**src/sv/sha256_stream_hasher_core_assert.svh**
```systemverilog
// Assertion macros for the SHA-256 stream hasher.
// Clocked on clk, disabled while rst_n is low; empty bodies under SYNTHESIS.
`ifndef SHA256_STREAM_HASHER_CORE_ASSERT_SVH
`define SHA256_STREAM_HASHER_CORE_ASSERT_SVH
`ifndef SYNTHESIS
`define SHS_ASSERT(lbl, prop, msg) \
    lbl: assert property (@(posedge clk) disable iff (!rst_n) prop) else $error(msg);
`define SHS_ASSERT_NEXT(lbl, ante, cons, msg) \
    `SHS_ASSERT(lbl, (ante) |=> (cons), msg)
`else
`define SHS_ASSERT(lbl, prop, msg)
`define SHS_ASSERT_NEXT(lbl, ante, cons, msg)
`endif
`endif

```
**src/sv/shs_pkg.sv**
```systemverilog
// Shared constants and types for the SHA-256 stream hasher.
// No dependencies; used by all modules of the block except shs_blk_ram.
`default_nettype none

package shs_pkg;

    localparam logic [7:0] PAD_BYTE = 8'h80;
    localparam int unsigned LEN_POS = 56;

    localparam logic [31:0] HASH_IV [0:7] = '{
        32'h6a09e667, 32'hbb67ae85, 32'h3c6ef372, 32'ha54ff53a,
        32'h510e527f, 32'h9b05688c, 32'h1f83d9ab, 32'h5be0cd19
    };

    localparam logic [31:0] ROUND_K [0:63] = '{
        32'h428a2f98, 32'h71374491, 32'hb5c0fbcf, 32'he9b5dba5,
        32'h3956c25b, 32'h59f111f1, 32'h923f82a4, 32'hab1c5ed5,
        32'hd807aa98, 32'h12835b01, 32'h243185be, 32'h550c7dc3,
        32'h72be5d74, 32'h80deb1fe, 32'h9bdc06a7, 32'hc19bf174,
        32'he49b69c1, 32'hefbe4786, 32'h0fc19dc6, 32'h240ca1cc,
        32'h2de92c6f, 32'h4a7484aa, 32'h5cb0a9dc, 32'h76f988da,
        32'h983e5152, 32'ha831c66d, 32'hb00327c8, 32'hbf597fc7,
        32'hc6e00bf3, 32'hd5a79147, 32'h06ca6351, 32'h14292967,
        32'h27b70a85, 32'h2e1b2138, 32'h4d2c6dfc, 32'h53380d13,
        32'h650a7354, 32'h766a0abb, 32'h81c2c92e, 32'h92722c85,
        32'ha2bfe8a1, 32'ha81a664b, 32'hc24b8b70, 32'hc76c51a3,
        32'hd192e819, 32'hd6990624, 32'hf40e3585, 32'h106aa070,
        32'h19a4c116, 32'h1e376c08, 32'h2748774c, 32'h34b0bcb5,
        32'h391c0cb3, 32'h4ed8aa4a, 32'h5b9cca4f, 32'h682e6ff3,
        32'h748f82ee, 32'h78a5636f, 32'h84c87814, 32'h8cc70208,
        32'h90befffa, 32'ha4506ceb, 32'hbef9a3f7, 32'hc67178f2
    };

    // Datapath controls from the sequencer to the round unit
    typedef struct packed {
        logic load_en;    // shift a hash word into the working vars
        logic sched_en;   // produce next schedule word and W+K
        logic sched_mem;  // schedule word comes from the block buffer
        logic round_en;   // run one compression round
        logic add_shift;  // rotate working vars during the final add
    } shs_rnd_ctl_t;

endpackage

`default_nettype wire

```
**src/sv/shs_blk_ram.sv**
```systemverilog
// 64-byte block buffer: 16 x 32-bit synchronous RAM with byte-lane writes.
// Byte 0 of each word sits in the top lane (big-endian). Standalone.
`default_nettype none

module shs_blk_ram (
    input  wire logic        clk,
    input  wire logic        wr_en,
    input  wire logic [5:0]  wr_addr,
    input  wire logic [7:0]  wr_byte,
    input  wire logic        rd_en,
    input  wire logic [3:0]  rd_addr,
    output logic      [31:0] rd_data
);

    logic [31:0] mem_reg [16];
    logic [31:0] rd_data_reg;

    always_ff @(posedge clk)
    begin
        if (wr_en)
        begin
            mem_reg[wr_addr[5:2]][{~wr_addr[1:0], 3'b000} +: 8] <= wr_byte;
        end
        if (rd_en)
        begin
            rd_data_reg <= mem_reg[rd_addr];
        end
    end

    assign rd_data = rd_data_reg;

endmodule

`default_nettype wire

```
**src/sv/shs_hash_ram.sv**
```systemverilog
// Eight-word hash state RAM, one read and one write port, registered read.
// Unwritten entries read as the initial hash values; uses shs_pkg.
`default_nettype none

module shs_hash_ram (
    input  wire logic        clk,
    input  wire logic        rst_n,
    input  wire logic        clear,
    input  wire logic        wr_en,
    input  wire logic [2:0]  wr_addr,
    input  wire logic [31:0] wr_data,
    input  wire logic        rd_en,
    input  wire logic [2:0]  rd_addr,
    output logic      [31:0] rd_data
);
    import shs_pkg::*;

    logic [31:0] mem_reg [8];
    logic [7:0]  valid_reg;
    logic        rd_valid_reg;
    logic [2:0]  rd_addr_reg;
    logic [31:0] rd_word_reg;

    always_ff @(posedge clk or negedge rst_n)
    begin
        if (!rst_n)
        begin
            valid_reg    <= '0;
            rd_valid_reg <= 1'b0;
        end
        else
        begin
            if (clear)
            begin
                valid_reg <= '0;
            end
            else if (wr_en)
            begin
                valid_reg[wr_addr] <= 1'b1;
            end
            if (rd_en)
            begin
                rd_valid_reg <= valid_reg[rd_addr];
            end
        end
    end

    always_ff @(posedge clk)
    begin
        if (wr_en)
        begin
            mem_reg[wr_addr] <= wr_data;
        end
        if (rd_en)
        begin
            rd_word_reg <= mem_reg[rd_addr];
            rd_addr_reg <= rd_addr;
        end
    end

    assign rd_data = rd_valid_reg ? rd_word_reg : HASH_IV[rd_addr_reg];

endmodule

`default_nettype wire

```
**src/sv/shs_round.sv**
```systemverilog
// SHA-256 round unit: working vars a..h, 16-word schedule window, W+K register.
// Driven by shs_pkg::shs_rnd_ctl_t from the sequencer; uses shs_pkg.
`default_nettype none

module shs_round (
    input  wire logic                 clk,
    input  wire shs_pkg::shs_rnd_ctl_t ctl,
    input  wire logic [5:0]           k_idx,
    input  wire logic [31:0]          load_word,
    input  wire logic [31:0]          blk_word,
    output logic      [31:0]          var_a
);
    import shs_pkg::*;

    function automatic logic [31:0] rotr(input logic [31:0] x, input int unsigned n);
        return (x >> n) | (x << (32 - n));
    endfunction

    logic [31:0] var_reg  [8];
    logic [31:0] var_next [8];
    logic [31:0] w_reg    [16];
    logic [31:0] w_next   [16];
    logic [31:0] wk_reg;
    logic [31:0] wk_next;

    logic [31:0] s1, ch, t1, s0, maj, t2, g0, g1, w_new;

    always_comb
    begin
        s1  = rotr(var_reg[4], 6) ^ rotr(var_reg[4], 11) ^ rotr(var_reg[4], 25);
        ch  = (var_reg[4] & var_reg[5]) ^ (~var_reg[4] & var_reg[6]);
        t1  = var_reg[7] + s1 + ch + wk_reg;
        s0  = rotr(var_reg[0], 2) ^ rotr(var_reg[0], 13) ^ rotr(var_reg[0], 22);
        maj = (var_reg[0] & var_reg[1]) ^ (var_reg[0] & var_reg[2])
            ^ (var_reg[1] & var_reg[2]);
        t2  = s0 + maj;

        // window: w_reg[0] = W[s-16], w_reg[1] = W[s-15], w_reg[9] = W[s-7], w_reg[14] = W[s-2]
        g0 = rotr(w_reg[1], 7) ^ rotr(w_reg[1], 18) ^ (w_reg[1] >> 3);
        g1 = rotr(w_reg[14], 17) ^ rotr(w_reg[14], 19) ^ (w_reg[14] >> 10);
        w_new = ctl.sched_mem ? blk_word : (w_reg[0] + g0 + w_reg[9] + g1);

        var_next = var_reg;
        w_next   = w_reg;
        wk_next  = wk_reg;

        if (ctl.load_en)
        begin
            var_next[0] = load_word;
            for (int i = 1; i < 8; i++)
            begin
                var_next[i] = var_reg[i-1];
            end
        end
        else if (ctl.round_en)
        begin
            var_next[0] = t1 + t2;
            var_next[1] = var_reg[0];
            var_next[2] = var_reg[1];
            var_next[3] = var_reg[2];
            var_next[4] = var_reg[3] + t1;
            var_next[5] = var_reg[4];
            var_next[6] = var_reg[5];
            var_next[7] = var_reg[6];
        end
        else if (ctl.add_shift)
        begin
            for (int i = 0; i < 7; i++)
            begin
                var_next[i] = var_reg[i+1];
            end
            var_next[7] = var_reg[0];
        end

        if (ctl.sched_en)
        begin
            for (int i = 0; i < 15; i++)
            begin
                w_next[i] = w_reg[i+1];
            end
            w_next[15] = w_new;
            wk_next    = w_new + ROUND_K[k_idx];
        end
    end

    always_ff @(posedge clk)
    begin
        var_reg <= var_next;
        w_reg   <= w_next;
        wk_reg  <= wk_next;
    end

    assign var_a = var_reg[0];

endmodule

`default_nettype wire

```
**src/sv/sha256_stream_hasher_core.sv**
```systemverilog
// SHA-256 over a byte stream. A plain byte is written to the block buffer; the byte that
// fills a block adds a compression (load the hash words, the round steps, then the
// read-add-write of the hash RAM), during which in_stall holds off the input.
// A last word adds one byte write per pad position up to the block end, one or
// two compressions; the 8 digest words leave during the final add, one per hash RAM
// read-add step, which waits while out_stall is high. Reset (async, rst_n low) clears control.
`default_nettype none

module sha256_stream_hasher_core (
    input  wire logic        clk,
    input  wire logic        rst_n,
    input  wire logic        in_valid,
    output logic             in_stall,
    input  wire logic [7:0]  data_byte,
    input  wire logic        has_byte,
    input  wire logic        last,
    output logic             out_valid,
    input  wire logic        out_stall,
    output logic      [31:0] digest_word,
    output logic      [2:0]  word_index,
    output logic             last_word
);
    import shs_pkg::*;

`include "sha256_stream_hasher_core_assert.svh"

    localparam logic [2:0] ST_IDLE   = 3'd0;
    localparam logic [2:0] ST_PAD    = 3'd1;
    localparam logic [2:0] ST_LOAD   = 3'd2;
    localparam logic [2:0] ST_ROUND  = 3'd3;
    localparam logic [2:0] ST_ADD_RD = 3'd4;
    localparam logic [2:0] ST_ADD_WR = 3'd5;

    logic [2:0]  state_reg, state_next;
    logic [6:0]  cnt_reg, cnt_next;
    logic [5:0]  fill_reg, fill_next;
    logic [63:0] bits_reg, bits_next;
    logic        pad_pend_reg, pad_pend_next;
    logic        pad_first_reg, pad_first_next;
    logic        len_ok_reg, len_ok_next;
    logic        final_reg, final_next;
    logic        out_valid_reg, out_valid_next;
    logic [31:0] out_word_reg, out_word_next;
    logic [2:0]  out_idx_reg, out_idx_next;
    logic        out_last_reg, out_last_next;

    logic        in_acc;
    logic        out_free;
    logic        len_cur;
    logic        blk_we;
    logic [7:0]  blk_wbyte;
    logic        blk_re;
    logic [3:0]  blk_raddr;
    logic [31:0] blk_rdata;
    logic        h_re;
    logic [2:0]  h_raddr;
    logic        h_we;
    logic        h_clear;
    logic [31:0] h_rdata;
    logic [31:0] var_a;
    logic [31:0] sum;
    shs_rnd_ctl_t rctl;

    assign in_stall = (state_reg != ST_IDLE);
    assign in_acc   = in_valid && !in_stall;
    assign out_free = !out_valid_reg || !out_stall;
    assign sum      = h_rdata + var_a;
    // length field goes in this block if the pad byte landed before LEN_POS
    assign len_cur  = len_ok_reg || (pad_first_reg && (fill_reg < 6'(LEN_POS)));

    always_comb
    begin
        state_next     = state_reg;
        cnt_next       = cnt_reg;
        fill_next      = fill_reg;
        bits_next      = bits_reg;
        pad_pend_next  = pad_pend_reg;
        pad_first_next = pad_first_reg;
        len_ok_next    = len_ok_reg;
        final_next     = final_reg;
        out_valid_next = out_valid_reg;
        out_word_next  = out_word_reg;
        out_idx_next   = out_idx_reg;
        out_last_next  = out_last_reg;
        blk_we         = 1'b0;
        blk_wbyte      = data_byte;
        blk_re         = 1'b0;
        blk_raddr      = 4'd0;
        h_re           = 1'b0;
        h_raddr        = 3'd0;
        h_we           = 1'b0;
        h_clear        = 1'b0;
        rctl           = '0;

        if (out_valid_reg && !out_stall)
        begin
            out_valid_next = 1'b0;
        end

        unique case (state_reg)
            ST_IDLE:
            begin
                if (in_acc)
                begin
                    if (has_byte)
                    begin
                        blk_we    = 1'b1;
                        bits_next = bits_reg + 64'd8;
                        fill_next = fill_reg + 6'd1;
                    end
                    if (has_byte && (fill_reg == 6'd63))
                    begin
                        state_next     = ST_LOAD;
                        cnt_next       = 7'd0;
                        pad_pend_next  = last;
                        pad_first_next = 1'b1;
                        len_ok_next    = 1'b0;
                        final_next     = 1'b0;
                    end
                    else if (last)
                    begin
                        state_next     = ST_PAD;
                        pad_first_next = 1'b1;
                        len_ok_next    = 1'b0;
                    end
                end
            end
            ST_PAD:
            begin
                blk_we = 1'b1;
                if (pad_first_reg)
                begin
                    blk_wbyte = PAD_BYTE;
                end
                else if (len_ok_reg && (fill_reg >= 6'(LEN_POS)))
                begin
                    // big-endian bit count: byte 63 holds bits 7:0
                    blk_wbyte = bits_reg[{~fill_reg[2:0], 3'b000} +: 8];
                end
                else
                begin
                    blk_wbyte = 8'd0;
                end
                fill_next      = fill_reg + 6'd1;
                pad_first_next = 1'b0;
                len_ok_next    = len_cur;
                if (fill_reg == 6'd63)
                begin
                    state_next    = ST_LOAD;
                    cnt_next      = 7'd0;
                    final_next    = len_cur;
                    pad_pend_next = 1'b1;
                    len_ok_next   = 1'b1;
                end
            end
            ST_LOAD:
            begin
                // hash words read 7 down to 0, shifted in at a
                if (cnt_reg < 7'd8)
                begin
                    h_re    = 1'b1;
                    h_raddr = ~cnt_reg[2:0];
                end
                if (cnt_reg != 7'd0)
                begin
                    rctl.load_en = 1'b1;
                end
                if (cnt_reg == 7'd8)
                begin
                    blk_re     = 1'b1;
                    blk_raddr  = 4'd0;
                    state_next = ST_ROUND;
                    cnt_next   = 7'd0;
                end
                else
                begin
                    cnt_next = cnt_reg + 7'd1;
                end
            end
            ST_ROUND:
            begin
                // schedule runs one step ahead of the rounds
                rctl.sched_en  = (cnt_reg < 7'd64);
                rctl.sched_mem = (cnt_reg < 7'd16);
                rctl.round_en  = (cnt_reg != 7'd0);
                if (cnt_reg < 7'd15)
                begin
                    blk_re    = 1'b1;
                    blk_raddr = cnt_reg[3:0] + 4'd1;
                end
                if (cnt_reg == 7'd64)
                begin
                    state_next = ST_ADD_RD;
                    cnt_next   = 7'd0;
                end
                else
                begin
                    cnt_next = cnt_reg + 7'd1;
                end
            end
            ST_ADD_RD:
            begin
                h_re       = 1'b1;
                h_raddr    = cnt_reg[2:0];
                state_next = ST_ADD_WR;
            end
            ST_ADD_WR:
            begin
                if (!final_reg || out_free)
                begin
                    rctl.add_shift = 1'b1;
                    if (final_reg)
                    begin
                        out_valid_next = 1'b1;
                        out_word_next  = sum;
                        out_idx_next   = cnt_reg[2:0];
                        out_last_next  = (cnt_reg[2:0] == 3'd7);
                    end
                    else
                    begin
                        h_we = 1'b1;
                    end
                    if (cnt_reg[2:0] == 3'd7)
                    begin
                        if (final_reg)
                        begin
                            h_clear        = 1'b1;
                            bits_next      = 64'd0;
                            fill_next      = 6'd0;
                            pad_pend_next  = 1'b0;
                            pad_first_next = 1'b0;
                            len_ok_next    = 1'b0;
                            final_next     = 1'b0;
                            state_next     = ST_IDLE;
                        end
                        else if (pad_pend_reg)
                        begin
                            state_next = ST_PAD;
                        end
                        else
                        begin
                            state_next = ST_IDLE;
                        end
                    end
                    else
                    begin
                        cnt_next   = cnt_reg + 7'd1;
                        state_next = ST_ADD_RD;
                    end
                end
            end
            default:
            begin
                state_next = ST_IDLE;
            end
        endcase
    end

    always_ff @(posedge clk or negedge rst_n)
    begin
        if (!rst_n)
        begin
            state_reg     <= ST_IDLE;
            cnt_reg       <= '0;
            fill_reg      <= '0;
            bits_reg      <= '0;
            pad_pend_reg  <= 1'b0;
            pad_first_reg <= 1'b0;
            len_ok_reg    <= 1'b0;
            final_reg     <= 1'b0;
            out_valid_reg <= 1'b0;
        end
        else
        begin
            state_reg     <= state_next;
            cnt_reg       <= cnt_next;
            fill_reg      <= fill_next;
            bits_reg      <= bits_next;
            pad_pend_reg  <= pad_pend_next;
            pad_first_reg <= pad_first_next;
            len_ok_reg    <= len_ok_next;
            final_reg     <= final_next;
            out_valid_reg <= out_valid_next;
        end
    end

    always_ff @(posedge clk)
    begin
        out_word_reg <= out_word_next;
        out_idx_reg  <= out_idx_next;
        out_last_reg <= out_last_next;
    end

    shs_blk_ram u_blk_ram (
        .clk     (clk),
        .wr_en   (blk_we),
        .wr_addr (fill_reg),
        .wr_byte (blk_wbyte),
        .rd_en   (blk_re),
        .rd_addr (blk_raddr),
        .rd_data (blk_rdata)
    );

    shs_hash_ram u_hash_ram (
        .clk     (clk),
        .rst_n   (rst_n),
        .clear   (h_clear),
        .wr_en   (h_we),
        .wr_addr (cnt_reg[2:0]),
        .wr_data (sum),
        .rd_en   (h_re),
        .rd_addr (h_raddr),
        .rd_data (h_rdata)
    );

    shs_round u_round (
        .clk       (clk),
        .ctl       (rctl),
        .k_idx     (cnt_reg[5:0]),
        .load_word (h_rdata),
        .blk_word  (blk_rdata),
        .var_a     (var_a)
    );

    assign out_valid   = out_valid_reg;
    assign digest_word = out_word_reg;
    assign word_index  = out_idx_reg;
    assign last_word   = out_last_reg;

    `SHS_ASSERT(a_round_cnt_bound, (state_reg == ST_ROUND) |-> (cnt_reg <= 7'd64), "round counter overran")
    `SHS_ASSERT(a_load_block_full, (state_reg == ST_LOAD) |-> (fill_reg == 6'd0), "compress started on a partial block")
    `SHS_ASSERT(a_out_from_add, $rose(out_valid_reg) |-> ($past(state_reg) == ST_ADD_WR), "digest word not from final add")
    `SHS_ASSERT_NEXT(a_clear_after_digest, (state_reg == ST_ADD_WR) && final_reg && out_free && (cnt_reg[2:0] == 3'd7), (state_reg == ST_IDLE) && (bits_reg == 64'd0) && !final_reg, "state not cleared after digest")

endmodule

`default_nettype wire
```
**config.mk**
```make
export PLATFORM = sky130hd
export DESIGN_NAME = sha256_stream_hasher_core
export DESIGN_NICKNAME = d
export VERILOG_FILES = /design/src/sv/shs_pkg.sv /design/src/sv/shs_blk_ram.sv /design/src/sv/shs_hash_ram.sv /design/src/sv/shs_round.sv /design/src/sv/sha256_stream_hasher_core.sv
export VERILOG_INCLUDE_DIRS = /design/src /design/src/sv
export SDC_FILE = /design/constraint.sdc
export NUM_CORES = 2
export LEC_CHECK = 0
export BUFFER_PORTS_ARGS = -buffer_cell sky130_fd_sc_hd__buf_2
export CAP_MARGIN = 20
export CORE_UTILIZATION = 45
export DETAILED_ROUTE_END_ITERATION = 10
export HOLD_SLACK_MARGIN = 0.06
export SLEW_MARGIN = 30
export SYNTH_ARGS = -nofsm -noshare
export SYNTH_HDL_FRONTEND = slang
export SYNTH_SLANG_ARGS = --single-unit
```
**constraint.sdc**
```tcl
create_clock -name clk -period 22.6 [get_ports clk]
set_clock_uncertainty 0.2 [all_clocks]
set_input_delay 1.13 -clock clk [delete_from_list [all_inputs] [get_ports clk]]
set_output_delay 1.13 -clock clk [all_outputs]
set_load 0.005 [all_outputs]
```
* Yosys cells after proc, flatten, opt, wreduce, memory -nomap -nowiden
Memories as Yosys holds them, arrays and structs flattened. A register that Yosys moved wholly into a read port is not among the register bits. Cells that the tools add are included.
Word-level totals: register bits after elaboration 933, bits in writable memories 768, bits in read-only memories 2304, bits of input ports 14, output and inout port bits 38, logic and storage cells 259, memories 4
Memory list:
- (no name shown) | words 64, bits a word 32, rd ports 1, clocked after Yosys merged registers in 0, write ports 0, line shs_round.sv:82 | wk_next = w_new + ROUND_K[k_idx];
- u_blk_ram.mem_reg | words 16, bits a word 32, rd ports 1, clocked after Yosys merged registers in 1, write ports 1, line shs_blk_ram.sv:15 | logic [31:0] mem_reg [16];
- (no name shown) | words 8, bits a word 32, rd ports 1, clocked after Yosys merged registers in 0, write ports 0, line shs_hash_ram.sv:61 | assign rd_data = rd_valid_reg ? rd_word_reg : HASH_IV[rd_addr_reg];
- u_hash_ram.mem_reg | words 8, bits a word 32, rd ports 1, clocked after Yosys merged registers in 1, write ports 1, line shs_hash_ram.sv:18 | logic [31:0] mem_reg [8];
Cells by class: add/sub/neg operators 16, order comparisons 11, equality and inequality tests 20, shift operators 3, muxes and demuxes 103, bitwise gates (word level) 33, reductions and logical operators 29
Operators with widths (number):
- 256-bit 2-to-1 mux | 3
- 32-bit adder | 11
- 64-bit 2-to-1 mux | 5
- 32-bit XOR | 9
- 32-bit 2-to-1 mux | 7
- 32-bit bitwise AND | 5
- 64-bit one-hot mux with 2 select lines | 1
- 64-bit by 4-bit adder with 64-bit output (second input constant) | 1
- 64-bit by 7-bit indexed part select with 8-bit output | 1
- 7-bit 2-to-1 mux | 7
- 1-bit 2-to-1 mux | 45
- 8-bit 2-to-1 mux | 5
- 6-bit AND reduction | 6
- 7-bit one-hot mux with 5 select lines | 1
- 32-bit inverter | 1
- 10-bit by 32-bit OR with 32-bit output | 1
- 13-bit by 32-bit OR with 32-bit output | 1
- 14-bit by 32-bit OR with 32-bit output | 1
- 15-bit by 32-bit OR with 32-bit output | 1
- 19-bit by 32-bit OR with 32-bit output | 1
- 21-bit by 32-bit OR with 32-bit output | 1
- 25-bit by 32-bit OR with 32-bit output | 1
- 26-bit by 32-bit OR with 32-bit output | 1
- 30-bit by 32-bit OR with 32-bit output | 1
- 51 further kinds | 98

* Longest topological paths before layout
depth after elaboration 9, mapped depth 30, gate-level depth less buffers 29

* Cells and area by module
A second synthesis with hierarchy kept.
Second synthesis, totals: cells, all modules 6005, area total of the unflattened synthesis 85766.0 um2
Modules (own cells, without submodules):
- shs_round | times used 1, cells each 3702, area an instance 45608.7 um2, sequential area each 24023.0 um2
- shs_blk_ram | times used 1, cells each 952, area an instance 20731.1 um2, sequential area each 16335.7 um2
- shs_hash_ram | times used 1, cells each 548, area an instance 11808.8 um2, sequential area each 8963.6 um2
- sha256_stream_hasher_core | times used 1, cells each 803, area an instance 7617.3 um2, sequential area each 3133.0 um2

* Worst setup path before layout
No wires, ideal clock.
kind register to register, from reg state_reg[2], to reg u_round.w_reg[0] (netlist name) (enable), library setup time 1.467 ns, data arrival time 23.301 ns, data required time 20.933 ns, setup slack -2.367 ns, stages on the path, launching flop included 4, buffers on the path 0, period minus slack after synthesis 24.967 ns, cells stage by stage dfrtp_1 -> nor2b_1 -> nand2_1 -> nor2_1
RTL lines:
- start: declaration | line sha256_stream_hasher_core.sv:34 | logic [2:0] state_reg, state_next;
- start signal: assignment | line sha256_stream_hasher_core.sv:275 | state_reg <= state_next;
- end signal: assignment | line shs_round.sv:89 | w_reg <= w_next;
- end: declaration | line shs_round.sv:21 | logic [31:0] w_reg [16];

==> summary.txt <==
Logic synthesis
  • Syn_nets: 7177
  • Post-synth cell types: 86
  • Post-synth top cells: 1671 x edfxtp_1, 1215 x nand2_1, 404 x nor2_1
  • Synth Cell Area: about 85000 um2
  • Yosys top cell by area: edfxtp_1
  • Synth async-reset ratio: 0.05165
  • Ranking of synthesized cells by area: edfxtp_1 59%, nand2_1 5.3%, mux4_2 3.9%
  • Synth warn: 0
  • Count leader, synth: edfxtp_1
  • Post-synthesis sequential area ratio: 0.6144
  • Yosys top cell area share: 0.5877
  • Register bit total from synthesis: between 1500 and 2000
  • Predominant post-synthesis flop cell: edfxtp_1
  • Post-synth EDFFs: approximately 1700
  • Syn_area_per_cell: roughly 13 um2
  • Synthesized instance count: ~6800

Route
  • Drt drc: 0
  • DR WL/cell: between 20 and 25 um
  • DR pass1 iterations: 6
  • Drt first-iter violations: ~5700
  • Vias: 53849
  • WL final: approximately 230000 um
  • Vias per cell: approximately 5.7
  • Routed Antenna Nets: 0

Final layout
  • Nets: between 7000 and 8000
  • Area grow syn2layout: 10.57%
  • Layout cells sized above 1: 0.09578
  • Finished Cell Area: ~94000 um2
  • Fillers: around 16000

Setup path
  • Reg2Reg Depth: 27
  • Req. time, crit path: approximately 23 ns
  • Worst path arrival time: slightly below 9 ns
  • Startpoint Class: register
  • Crit path kind: reg -> reg
  • Kind of end point of the critical path: register
  • CP max FO: 7

STA
  • Final min period: between 8 and 9 ns
  • Pins Over Slew Limit: 0
  • Slew margin rel.: 0.3321
  • Final-report hold violation count: 0
  • Setup Viol. Count Final: 0
  • Max Freq: 0.1169 GHz
  • Period utilization: 0.3786
  • Setup TNS: 0 ns
  • Actual slew at the worst max-slew pin: between 1 and 1.5 ns
  • RSZ-0062 raised after global routing: false

Floorplan
  • Die ar.: around 190000 um2
  • Die W: roughly 440 um
  • Num ports: 52
  • Row cnt: between 150 and 200
  • Core Box Area: around 190000 um2
  • Die H: roughly 440 um
  • Initial Utilization: 0.4537

Power
  • Switching power: approximately 1.3 mW
  • Sequential power share: 0.538
  • Comb power frac: 0.004
  • Switching part of the total: 0.2034
  • VDD IR max: 67.52 uV
  • Static Leak: ~37 nW
  • Power share of the clock group: 0.458
  • Pwr/cell area: 69.49 nW/um2
  • Power Internal: 5.226 mW

Place
  • Placed cell areas: 88190 um2
  • Port bufs: 51
  • RePlAce Congestion: 0.9883
  • HPWL after DPL: 158100 um

Clocking
  • Resized cells post-CTS: 0
  • Worst-path clk slew: ~0.060 ns
  • Clock Tree Buf Depth: 3
  • CTS tree: built
  • Max H-tree Level: 4
  • Clock Sinks: roughly 1800
  • CTS Root Cell: clkbuf_16
  • Worst-Skew Late Latency: approximately 0.84 ns
  • Clock buffer count from CTS: about 190

Global route
  • Remaining Overflow, GRT: 0
  • Gr busiest metal: met1
  • Met2 Usage GRT: 0.3560
  • Overall Global Routing Usage: 0.2410
  • Vias in the first global route: 51165
  • Pin count of the biggest net entering global routing: roughly 190
  • Initial antenna violation count: 12
  • Global Route met3 Usage: 0.04056
  • GRT met1 Usage: 0.3665
  • First-pass GRT wire length: 343700 um

Min path
  • Hold crit path type: reg -> reg
  • Hold Crit Depth: 0

Run status
  • Status: complete, no violations

Flow run
  • Max cap viols: 0
==> cells by family after synthesis <==
group	Yosys count	share of synthesized area
compound gates	1096	0.07858
xor+xnor	451	0.04658
fa+ha+maj	409	0.07327
buf+inv	630	0.02790
flops	1762	0.6144
mux	229	0.04918
simple gates	2199	0.1101
==> cell usage in the layout (no fill, tap or decap), types with 159 or more instances in the layout <==
cell / n
fa_1: 159
nor2_1: 370
a21oi_1: 292
inv_1: 283
o21ai_0: 332
ha_1: 228
edfxtp_1: 1671
nand3_1: 251
xnor2_1: 315
clkbuf_16: 189
nand2_1: 1208
==> layout make-up <==
type / instances / area (um2) / area share
Sequential cell: 1762 / 52470 / 0.5558
Multi-Input combinational cell: 4384 / 30870 / 0.3270
Clock buffer: 226 / 4898 / 0.05189
Tap cell: 2495 / 3122 / 0.03307
Clock inverter: 117 / 1101 / 0.01166
Inverter: 288 / 1084 / 0.01148
Timing Repair Buffer: 114 / 849.6 / 0.008999
Antenna cell: 5 / 12.51 / 0.0001325
==> path summary, 6_finish.rpt <==
path | slack [ns] | startpoint | end
max reg2reg | 14.04 | u_round.var_reg[122]$_DFFE_PP_ | u_round.var_a[30]$_DFFE_PP_
min | 0.18 | u_round.w_reg[443]$_DFFE_PP_ | u_round.w_reg[475]$_DFFE_PP_
min in group asynchronous | 0.66 | rst_n | u_hash_ram.valid_reg[6]$_DFFE_PN0P_
max in group asynchronous | 20.40 | rst_n | cnt_reg[4]$_DFFE_PN0P_
max | 14.04 | u_round.var_reg[122]$_DFFE_PP_ | u_round.var_a[30]$_DFFE_PP_
min reg2reg | 0.18 | u_round.w_reg[443]$_DFFE_PP_ | u_round.w_reg[475]$_DFFE_PP_
==> what timing repair did <==
item | 4_1_cts | 5_1_grt
hold buffers | 1 | 0
hold endpoints to repair | 1 | 0
buffers inserted | 0 | 0
==> metal layers <==
metal | share of wire | vias up
li1 | - | 24405
met1 | 0.46 | 27114
met2 | 0.44 | 1998
met3 | 0.075 | 330
met4 | 0.027 | 2
met5 | 0.000030 | -
==> worst max-delay path, cell delays in order, from the launching register on <==
cell	delay, ns
edfxtp_1	0.52
xnor2_1	0.33
xnor2_1	0.17
fa_1	0.52
inv_1	0.05
fa_1	0.48
inv_1	0.04
ha_1	0.21
a21o_1	0.19
a21oi_1	0.24
o21bai_1	0.12
a2111oi_1	0.70
o21bai_1	0.17
a21oi_1	0.40
o21ai_0	0.33
a31o_2	0.32
a21oi_1	0.17
xnor2_1	0.34
fa_1	0.53
ha_1	0.42
nand4_1	0.15
nor2_1	0.18
nand3_1	0.09
o21ai_0	0.49
a41oi_1	0.32
o21ai_0	0.31
xnor2_1	0.16
o221ai_1	0.12
==> stage by stage <==
stage                     cells  utilization  setup WS (ns)  hold WS [ns]  total power [mW]
after floorplan            6776            -          6.872        0.2003             3.609
after global placement     9039       0.4681          14.15        0.2002             3.622
after detailed placement   9040       0.4686          14.10        0.2045             3.623
after CTS                  9384       0.5005          14.05        0.1844             6.623
after global routing       9389       0.5016          13.55        0.1948             6.744
final                      9391       0.5016          14.04        0.1831             6.561
==> power by group through the flow <==
stage                     clock network [mW]  logic, mW  registers, mW
after detailed placement                   0     0.0236           3.60
after global placement                     0     0.0221           3.60
final                                   3.01     0.0242           3.53
after floorplan                            0    0.00976           3.60
after CTS                               3.07     0.0238           3.53
after global routing                    3.19     0.0265           3.53
Note: power is estimated with default switching activity, not from simulation.
